`config.mk`:
```
export PLATFORM = sky130hd
export DESIGN_NAME = top_k_index_tracker_flat
export DESIGN_NICKNAME = d
export VERILOG_FILES = /design/src/rtl/tki_pkg.sv /design/src/rtl/tki_in_if.sv /design/src/rtl/tki_out_if.sv /design/src/rtl/tki_cfg_if.sv /design/src/rtl/tki_cell.sv /design/src/rtl/top_k_index_tracker.sv /design/src/flat_wrapper.sv
export SDC_FILE = /design/constraint.sdc
export NUM_CORES = 2
export LEC_CHECK = 0
export BUFFER_PORTS_ARGS = -buffer_cell sky130_fd_sc_hd__buf_2
export CAP_MARGIN = 0
export CELL_PAD_IN_SITES_DETAIL_PLACEMENT = 0
export CELL_PAD_IN_SITES_GLOBAL_PLACEMENT = 1
export CORE_ASPECT_RATIO = 1.2
export CORE_MARGIN = 1
export CORE_UTILIZATION = 40
export DETAILED_ROUTE_END_ITERATION = 10
export PLACE_DENSITY = 0.66
export SLEW_MARGIN = 15
export SYNTH_ARGS = -nofsm -noshare
export SYNTH_HDL_FRONTEND = slang
export SYNTH_SLANG_ARGS = --single-unit
```
`constraint.sdc`:
```
create_clock -name i_clk -period 11.6 [get_ports i_clk]
set_clock_uncertainty 0.15 [all_clocks]
set_input_delay 1.16 -clock i_clk [delete_from_list [all_inputs] [get_ports i_clk]]
set_output_delay 1.16 -clock i_clk [all_outputs]
set_load 0.01 [all_outputs]
```
`src/rtl/tki_pkg.sv`:
```
`timescale 1ns / 1ps

package tki_pkg;

    // Sizing of the slot row and of the item fields.
    localparam int MAX_SLOTS  = 16;
    localparam int INDEX_BITS = 16;
    localparam int SCORE_W    = 32;
    localparam int COUNT_W    = 5;
    localparam int KEEP_RESET = 16;
    localparam int SLOT_W     = (MAX_SLOTS > 1) ? $clog2(MAX_SLOTS) : 1;
    localparam int K_W        = $clog2(MAX_SLOTS + 1);

    // Contents of one slot.
    typedef struct packed {
        logic signed [SCORE_W-1:0] score;
        logic [INDEX_BITS-1:0]     item;
        logic                      valid;
    } t_slot;

    // Minimum-search wave handed from cell to cell.
    typedef struct packed {
        logic                      tok;
        logic                      first;
        logic signed [SCORE_W-1:0] score;
        logic [SLOT_W-1:0]         pos;
    } t_search;

    // Controls broadcast to every cell.
    typedef struct packed {
        logic                      wr_en;
        logic [SLOT_W-1:0]         wr_pos;
        logic signed [SCORE_W-1:0] wr_score;
        logic [INDEX_BITS-1:0]     wr_item;
        logic                      shift;
        logic                      clear;
    } t_cell_ctrl;

    // Controller states.
    typedef enum logic [2:0] {
        S_IDLE   = 3'b001,
        S_SEARCH = 3'b010,
        S_EMIT   = 3'b100
    } t_state;

endpackage

```
`src/rtl/tki_in_if.sv`:
```
`timescale 1ns / 1ps

interface tki_in_if;
    import tki_pkg::*;

    logic                      valid;
    logic                      ready;
    logic signed [SCORE_W-1:0] score;
    logic [INDEX_BITS-1:0]     item_index;
    logic                      final_item;

    modport source (output valid, output score, output item_index, output final_item,
                    input ready);
    modport sink   (input valid, input score, input item_index, input final_item,
                    output ready);
endinterface

```
`src/rtl/tki_out_if.sv`:
```
`timescale 1ns / 1ps

interface tki_out_if;
    import tki_pkg::*;

    logic                      valid;
    logic                      ready;
    logic signed [SCORE_W-1:0] slot_score;
    logic [INDEX_BITS-1:0]     slot_item;
    logic                      slot_filled;
    logic                      last_of_run;

    modport source (output valid, output slot_score, output slot_item,
                    output slot_filled, output last_of_run, input ready);
    modport sink   (input valid, input slot_score, input slot_item,
                    input slot_filled, input last_of_run, output ready);
endinterface

```
`src/rtl/tki_cfg_if.sv`:
```
`timescale 1ns / 1ps

interface tki_cfg_if;
    import tki_pkg::*;

    logic               valid;
    logic               ready;
    logic [COUNT_W-1:0] keep_count;

    modport source (output valid, output keep_count, input ready);
    modport sink   (input valid, input keep_count, output ready);
endinterface

```
`src/rtl/tki_cell.sv`:
```
`timescale 1ns / 1ps

module tki_cell (
    input  logic                       i_clk,
    input  logic                       i_rst_n,
    input  logic [tki_pkg::SLOT_W-1:0] i_slot_id,
    input  tki_pkg::t_cell_ctrl        i_ctrl,
    input  tki_pkg::t_search           i_search,
    input  tki_pkg::t_slot             i_next,
    output tki_pkg::t_search           o_search,
    output tki_pkg::t_slot             o_slot
);
    import tki_pkg::*;

    t_slot   r_slot, n_slot;
    t_search r_search, n_search;
    logic    take_own;

    // Search step: this cell replaces the running minimum if strictly smaller.
    always_comb begin
        take_own = i_search.first || ($signed(r_slot.score) < $signed(i_search.score));
        n_search = i_search;
        n_search.first = 1'b0;
        if (i_search.tok && take_own) begin
            n_search.score = r_slot.score;
            n_search.pos   = i_slot_id;
        end
    end

    // Slot contents: clear wins, then shift toward the output, then a write.
    always_comb begin
        n_slot = r_slot;
        if (i_ctrl.clear) begin
            n_slot = '0;
        end else if (i_ctrl.shift) begin
            n_slot = i_next;
        end else if (i_ctrl.wr_en && (i_ctrl.wr_pos == i_slot_id)) begin
            n_slot.score = i_ctrl.wr_score;
            n_slot.item  = i_ctrl.wr_item;
            n_slot.valid = 1'b1;
        end
    end

    always_ff @(posedge i_clk) begin
        if (!i_rst_n) begin
            r_slot       <= '0;
            r_search.tok <= 1'b0;
        end else begin
            r_slot       <= n_slot;
            r_search.tok <= n_search.tok;
        end
        r_search.first <= n_search.first;
        r_search.score <= n_search.score;
        r_search.pos   <= n_search.pos;
    end

    assign o_search = r_search;
    assign o_slot   = r_slot;

endmodule

```
`src/rtl/top_k_index_tracker.sv`:
```
`timescale 1ns / 1ps
// A candidate is searched by a wave that walks the row of k slot cells one cell per cycle;
// on a final item the k slots are then shifted out one by one through the output register.
// A new item is accepted only in the idle state, after the search of the last one and any
// output run that it started; one slot is shifted out of the row per cycle while the output
// does not stall.
// Reset (synchronous, active low) clears every slot, sets k to 16 and drops all valids.
module top_k_index_tracker (
    input  logic       i_clk,
    input  logic       i_rst_n,
    tki_cfg_if.sink    i_cfg,
    tki_in_if.sink     i_cand,
    tki_out_if.source  o_slot
);
    import tki_pkg::*;

    t_state                    r_state, n_state;
    logic [COUNT_W-1:0]        r_keep_count;
    logic signed [SCORE_W-1:0] r_cand_score;
    logic [INDEX_BITS-1:0]     r_cand_item;
    logic                      r_cand_final;
    logic [SLOT_W-1:0]         r_emit_cnt, n_emit_cnt;

    logic                      r_out_valid;
    t_slot                     r_out_slot;
    logic                      r_out_last;

    logic [K_W-1:0]            act_k;
    logic [SLOT_W-1:0]         last_idx;
    logic                      accept;
    logic                      done;
    logic                      out_load;
    logic                      emit_last;
    logic                      wave_busy;
    t_search                   min_res;
    t_cell_ctrl                ctrl;

    t_search                   srch_in  [MAX_SLOTS];
    t_search                   srch_out [MAX_SLOTS];
    t_slot                     slot_in  [MAX_SLOTS];
    t_slot                     slot_out [MAX_SLOTS];

    // A search wave may still be travelling through the cells past the last active one.
    always_comb begin
        wave_busy = 1'b0;
        for (int g = 0; g < MAX_SLOTS; g++) begin
            wave_busy = wave_busy | srch_out[g].tok;
        end
    end

    // Configuration register, written only while idle with an empty search row, so that a
    // stray wave cannot end a later search early when k grows.
    assign i_cfg.ready = (r_state == S_IDLE) && !wave_busy;

    always_ff @(posedge i_clk) begin
        if (!i_rst_n) begin
            r_keep_count <= COUNT_W'(KEEP_RESET);
        end else if (i_cfg.valid && i_cfg.ready) begin
            r_keep_count <= i_cfg.keep_count;
        end
    end

    // Active slot count, clamped to 1..MAX_SLOTS.
    always_comb begin
        if (r_keep_count == '0) begin
            act_k = K_W'(1);
        end else if (32'(r_keep_count) > 32'(MAX_SLOTS)) begin
            act_k = K_W'(MAX_SLOTS);
        end else begin
            act_k = K_W'(r_keep_count);
        end
        last_idx = SLOT_W'(act_k - K_W'(1));
    end

    // Input handshake and candidate capture.
    assign i_cand.ready = (r_state == S_IDLE);
    assign accept       = i_cand.valid && i_cand.ready;

    always_ff @(posedge i_clk) begin
        if (accept) begin
            r_cand_score <= i_cand.score;
            r_cand_item  <= i_cand.item_index;
            r_cand_final <= i_cand.final_item;
        end
    end

    // The search wave leaves the last active cell with the minimum and its slot.
    assign min_res   = srch_out[last_idx];
    assign done      = (r_state == S_SEARCH) && min_res.tok;
    assign out_load  = (r_state == S_EMIT) && (!r_out_valid || o_slot.ready);
    assign emit_last = (r_emit_cnt == last_idx);

    always_comb begin
        ctrl.wr_en    = done && ($signed(r_cand_score) > $signed(min_res.score));
        ctrl.wr_pos   = min_res.pos;
        ctrl.wr_score = r_cand_score;
        ctrl.wr_item  = r_cand_item;
        ctrl.shift    = out_load && !emit_last;
        ctrl.clear    = out_load && emit_last;
    end

    // Row of slot cells; the wave enters at cell 0, slots drain toward cell 0.
    for (genvar g = 0; g < MAX_SLOTS; g++) begin : g_cell
        if (g == 0) begin : g_head
            assign srch_in[g] = '{tok: accept, first: 1'b1, score: '0, pos: '0};
        end else begin : g_body
            assign srch_in[g] = srch_out[g-1];
        end
        if (g == MAX_SLOTS - 1) begin : g_tail
            assign slot_in[g] = '0;
        end else begin : g_link
            assign slot_in[g] = slot_out[g+1];
        end

        tki_cell u_cell (
            .i_clk     (i_clk),
            .i_rst_n   (i_rst_n),
            .i_slot_id (SLOT_W'(g)),
            .i_ctrl    (ctrl),
            .i_search  (srch_in[g]),
            .i_next    (slot_in[g]),
            .o_search  (srch_out[g]),
            .o_slot    (slot_out[g])
        );
    end

    // Controller.
    always_comb begin
        n_state    = r_state;
        n_emit_cnt = r_emit_cnt;
        unique case (r_state)
            S_IDLE: begin
                if (accept) begin
                    n_state = S_SEARCH;
                end
            end
            S_SEARCH: begin
                if (done) begin
                    n_emit_cnt = '0;
                    n_state    = r_cand_final ? S_EMIT : S_IDLE;
                end
            end
            S_EMIT: begin
                if (out_load) begin
                    n_emit_cnt = r_emit_cnt + SLOT_W'(1);
                    if (emit_last) begin
                        n_state = S_IDLE;
                    end
                end
            end
            default: begin
                n_state = S_IDLE;
            end
        endcase
    end

    always_ff @(posedge i_clk) begin
        if (!i_rst_n) begin
            r_state    <= S_IDLE;
            r_emit_cnt <= '0;
        end else begin
            r_state    <= n_state;
            r_emit_cnt <= n_emit_cnt;
        end
    end

    // Output register, loaded from the head cell.
    always_ff @(posedge i_clk) begin
        if (!i_rst_n) begin
            r_out_valid <= 1'b0;
        end else if (out_load) begin
            r_out_valid <= 1'b1;
        end else if (o_slot.ready) begin
            r_out_valid <= 1'b0;
        end
        if (out_load) begin
            r_out_slot <= slot_out[0];
            r_out_last <= emit_last;
        end
    end

    assign o_slot.valid       = r_out_valid;
    assign o_slot.slot_score  = r_out_slot.score;
    assign o_slot.slot_item   = r_out_slot.item;
    assign o_slot.slot_filled = r_out_slot.valid;
    assign o_slot.last_of_run = r_out_last;

endmodule
```
`src/flat_wrapper.sv`:
```
// flat-port wrapper written by rule: the top's interface ports become plain ports
module top_k_index_tracker_flat import tki_pkg::*;
  (i_clk, i_rst_n, i_cfg_valid, i_cfg_keep_count, i_cfg_ready, i_cand_valid, i_cand_score, i_cand_item_index, i_cand_final_item, i_cand_ready, o_slot_valid, o_slot_slot_score, o_slot_slot_item, o_slot_slot_filled, o_slot_last_of_run, o_slot_ready);
  tki_cfg_if i_cfg_i ();
  tki_in_if i_cand_i ();
  tki_out_if o_slot_i ();
  input  logic i_clk;
  input  logic i_rst_n;
  input wire logic [$bits(i_cfg_i.valid)-1:0] i_cfg_valid;
  input wire logic [$bits(i_cfg_i.keep_count)-1:0] i_cfg_keep_count;
  output wire logic [$bits(i_cfg_i.ready)-1:0] i_cfg_ready;
  input wire logic [$bits(i_cand_i.valid)-1:0] i_cand_valid;
  input wire logic [$bits(i_cand_i.score)-1:0] i_cand_score;
  input wire logic [$bits(i_cand_i.item_index)-1:0] i_cand_item_index;
  input wire logic [$bits(i_cand_i.final_item)-1:0] i_cand_final_item;
  output wire logic [$bits(i_cand_i.ready)-1:0] i_cand_ready;
  output wire logic [$bits(o_slot_i.valid)-1:0] o_slot_valid;
  output wire logic [$bits(o_slot_i.slot_score)-1:0] o_slot_slot_score;
  output wire logic [$bits(o_slot_i.slot_item)-1:0] o_slot_slot_item;
  output wire logic [$bits(o_slot_i.slot_filled)-1:0] o_slot_slot_filled;
  output wire logic [$bits(o_slot_i.last_of_run)-1:0] o_slot_last_of_run;
  input wire logic [$bits(o_slot_i.ready)-1:0] o_slot_ready;
  assign i_cfg_i.valid = i_cfg_valid;
  assign i_cfg_i.keep_count = i_cfg_keep_count;
  assign i_cfg_ready = i_cfg_i.ready;
  assign i_cand_i.valid = i_cand_valid;
  assign i_cand_i.score = i_cand_score;
  assign i_cand_i.item_index = i_cand_item_index;
  assign i_cand_i.final_item = i_cand_final_item;
  assign i_cand_ready = i_cand_i.ready;
  assign o_slot_valid = o_slot_i.valid;
  assign o_slot_slot_score = o_slot_i.slot_score;
  assign o_slot_slot_item = o_slot_i.slot_item;
  assign o_slot_slot_filled = o_slot_i.slot_filled;
  assign o_slot_last_of_run = o_slot_i.last_of_run;
  assign o_slot_i.ready = o_slot_ready;
  top_k_index_tracker u_core (.i_clk(i_clk), .i_rst_n(i_rst_n), .i_cfg(i_cfg_i), .i_cand(i_cand_i), .o_slot(o_slot_i));
endmodule
```
==> summary.txt <==
Final layout
  – Area taken by flip-flops and latches: 30500 sq um
  – Nets@finish: 8294
  – Filler Cell Count: 18000
  – Area growth, synth to finish: 10.2%
  – Multi-input gate area: 41600 sq um
  – Design area: 83600 sq um
  – Layout cells sized above 1: 13.9%

Global routing
  – Initial antenna violation count: 10
  – Total track usage: 21.5%
  – GRT Residual Overflow: 0
  – First-pass GRT wire length: 321 mm
  – Largest net degree at the start of global routing: 310
  – Vias in the first global route: 52500

Routing
  – Initial detailed-routing violation count: 2928
  – DRT antenna net count: 0
  – DR pass1 iterations: 5
  – Drt via density: 5.15
  – Post-route DRC: 0
  – WL/cell: 20.1 microns
  – Routed WL: 208 mm
  – Vias: 53300

Clock network
  – CTS Hold Bufs: 0
  – Clock transition at the registers of the reported paths: 0.06 ns
  – Worst-Skew Late Latency: 0.82 ns
  – Clock buffer count from CTS: 162
  – Root Buffer: clkbuf_16
  – CTS Sinks: 1473
  – CTS tree: built
  – Post_cts resized: 0
  – H-Tree Depth: 4
  – # Post-CTS Setup Buffers: 0
  – CTS Buffer Depth: 3

Timing
  – Final worst-path cycle share: 75.9%
  – RSZ-0062 raised after global routing: no
  – Max Clock Freq: 114 MHz
  – Least-Margin Pin Slew: 1.24 ns
  – Setup TNS: 0 ns
  – Final hold vios: 0
  – Final Slew Violations: 0
  – Final Critical Period: 8.80 ns
  – Worst slew margin: 17.1%
  – Final setup fails: 0

Worst setup path
  – R2r setup slk: 2.80 ns
  – WP depth: 19
  – Crit end category: flop
  – Worst path buffer plus inverter count: 3
  – Worst R2R Path Depth: 19
  – CP Data Required Time: 12.18 ns
  – Slowest CP cell: nor3b_4
  – CP top delay family: simple AND/OR/NAND/NOR gates
  – Crit path max fanout: 45
  – CP max stage delay: 0.92 ns
  – Critical path arrival: 9.38 ns
  – CP most frequent cell: mux2i_1
  – Setup crit start kind: flop
  – Critical path class: flop to flop
  – CP Cell Sequence: or4_4, nand2_8, inv_6, ha_4, buf_12, mux4_2, nand2_1, o211ai_1, o21ai_0, ha_1, a21oi_1, nor2_1, a2111oi_0, a32oi_1, mux2i_1, nor3b_4, and3_4, buf_4, mux2i_1

Floorplan
  – Die Area: 191000 sq um
  – Die Height: 479 microns
  – Initial Utilization: 40.4%
  – Num rows: 174
  – I/O pins: 112
  – Die X: 399 microns
  – Core area: 188000 sq um

Place
  – Placed instance area: 78300 sq um
  – Detailed Place HPWL: 149 mm
  – RePlAce Congestion: 0.890
  – PortBufs: 111

Yosys
  – Syn_nets: 8457
  – Sequential fraction of the synthesis area: 40.2%
  – Post-synthesis cell type count: 77
  – Top cells by area, synth: dfxtp_1 (36%), mux2i_1 (10%), ha_1 (8.2%)
  – Top cell type by total area after synthesis: dfxtp_1
  – Synth top area share: 36.3%
  – Mapped Area: 75800 sq um
  – Yosys warns: 0
  – FFs w/ async S/R, synth: 0%
  – Mean Syn Cell Area: 9.60 sq um
  – Synth cell count leaders: dfxtp_1 (1374), nand2_1 (991), o21ai_0 (930), mux2i_1 (795), and2_1 (779)
  – Ys flop type: dfxtp_1
  – Post-synthesis cell count: 7899
  – Most common cell in the netlist: dfxtp_1
  – Seq cells post-synth: 1473
  – Post-synth EDFFs: 99

Outcome
  – Status: finished clean

Pwr
  – Tot Pwr: 10900 uW
  – LEAKAGE: 0.0368 uW
  – Power Dens Cells: 131 nW/um^2
  – Maximum vdd drop: 171 uV

Min path
  – Worst hold path depth: 1
  – Hold Path Class: flop to flop

Flow run
  – Max Cap Viol: 0
[logic make-up after synthesis]
logic type / after synthesis / synth area share, %
buffers and inverters: 1004 / 5.41
adder cells (fa/ha/maj): 499 / 8.23
AO/OA/AOI/OAI: 1366 / 10.3
XOR/XNOR: 7 / 0.124
flip-flops: 1473 / 40.2
AND/OR/NAND/NOR: 2166 / 14.5
multiplexers: 1384 / 21.3
[cell usage in the layout (no fill, tap or decap), types with 32 or more instances in the layout]
master	synthesis	routed
dfxtp_1	1374	1374
nand2_1	991	991
o21ai_0	930	930
mux2i_1	795	787
and2_1	779	778
ha_1	499	498
inv_1	490	489
mux2_2	451	451
clkbuf_16	0	167
mux4_2	138	138
a21oi_1	132	131
buf_2	42	111
a21o_1	103	103
edfxtp_1	99	99
nand4_1	75	75
buf_4	28	61
nor2b_1	48	47
clkbuf_1	398	47
o211ai_1	46	46
nor2_1	45	41
and3_1	39	38
nand2b_1	34	34
nor3_1	34	33
clkinv_2	0	32
[worst register-to-register path, delay by kind of cell (launching register included)]
kind | cells | cell delay (ns)
flops | 1 | 0.39
mux | 3 | 1.17
buf+inv | 3 | 1.23
simple gates | 6 | 2.75
compound gates | 5 | 1.91
fa+ha+maj | 2 | 1.14
[metrics by stage]
stage          cells  hold slack (ns)  setup WS (ns)  utilization (%)
6_report       10300            0.269           2.80             44.5
5_1_grt        10300            0.284           2.52             44.5
4_1_cts        10300            0.277           2.75             44.4
3_5_place_dp   10000            0.268           2.77             41.7
3_3_place_gp   10000            0.267           2.91             41.7
2_1_floorplan   7899            0.256           4.53                -
[state kept, by name, summed over array words and instances (netlist names), 3 cells and up]
| register | count |
|---|---|
| u_core.g_cell.u_cell.o_search | 577 |
| u_core.g_cell.u_cell.o_slot | 784 |
| u_core.o_slot.slot_item | 16 |
| u_core.o_slot.slot_score | 32 |
| u_core.r_cand_item | 16 |
| u_core.r_cand_score | 32 |
| u_core.r_emit_cnt | 4 |
| u_core.r_keep_count | 5 |
| u_core.r_state | 3 |
[worst paths after layout]
check | to | startpoint
worst max-delay path | u_core.g_cell[15].u_cell.o_slot[12] | u_core.r_keep_count[4]
worst min-delay path | u_core.g_cell[10].u_cell.o_search[3] | u_core.g_cell[9].u_cell.o_search[3]
worst min register to register | u_core.g_cell[10].u_cell.o_search[3] | u_core.g_cell[9].u_cell.o_search[3]
worst max register to register | u_core.g_cell[15].u_cell.o_slot[12] | u_core.r_keep_count[4]
[power by group]
part	leakage (uW)	switching, uW	internal (uW)
registers	0.0119	35.5	5140
clock network	0.00259	2190	2950
logic	0.0223	434	183
[layer usage]
metal  vias to the layer above  track usage, %  share of wire, %
li1                      27000               -                 -
met1                     25300            32.0                52
met2                       766            32.8                43
met3                       227            2.69               3.4
met4                         0            4.89               1.9
met5                         -               0                 0
[layout make-up]
| class | instances | area share, % |
|---|---|---|
| Clock buffer | 243 | 5.69 |
| Inverter | 491 | 2.21 |
| Antenna cell | 9 | 0.0270 |
| Clock inverter | 58 | 0.588 |
| Tap cell | 2464 | 3.69 |
| Multi-Input combinational cell | 5422 | 49.8 |
| Timing Repair Buffer | 186 | 1.56 |
| Sequential cell | 1473 | 36.5 |
No activity file was read; power rests on OpenSTA's default activity.
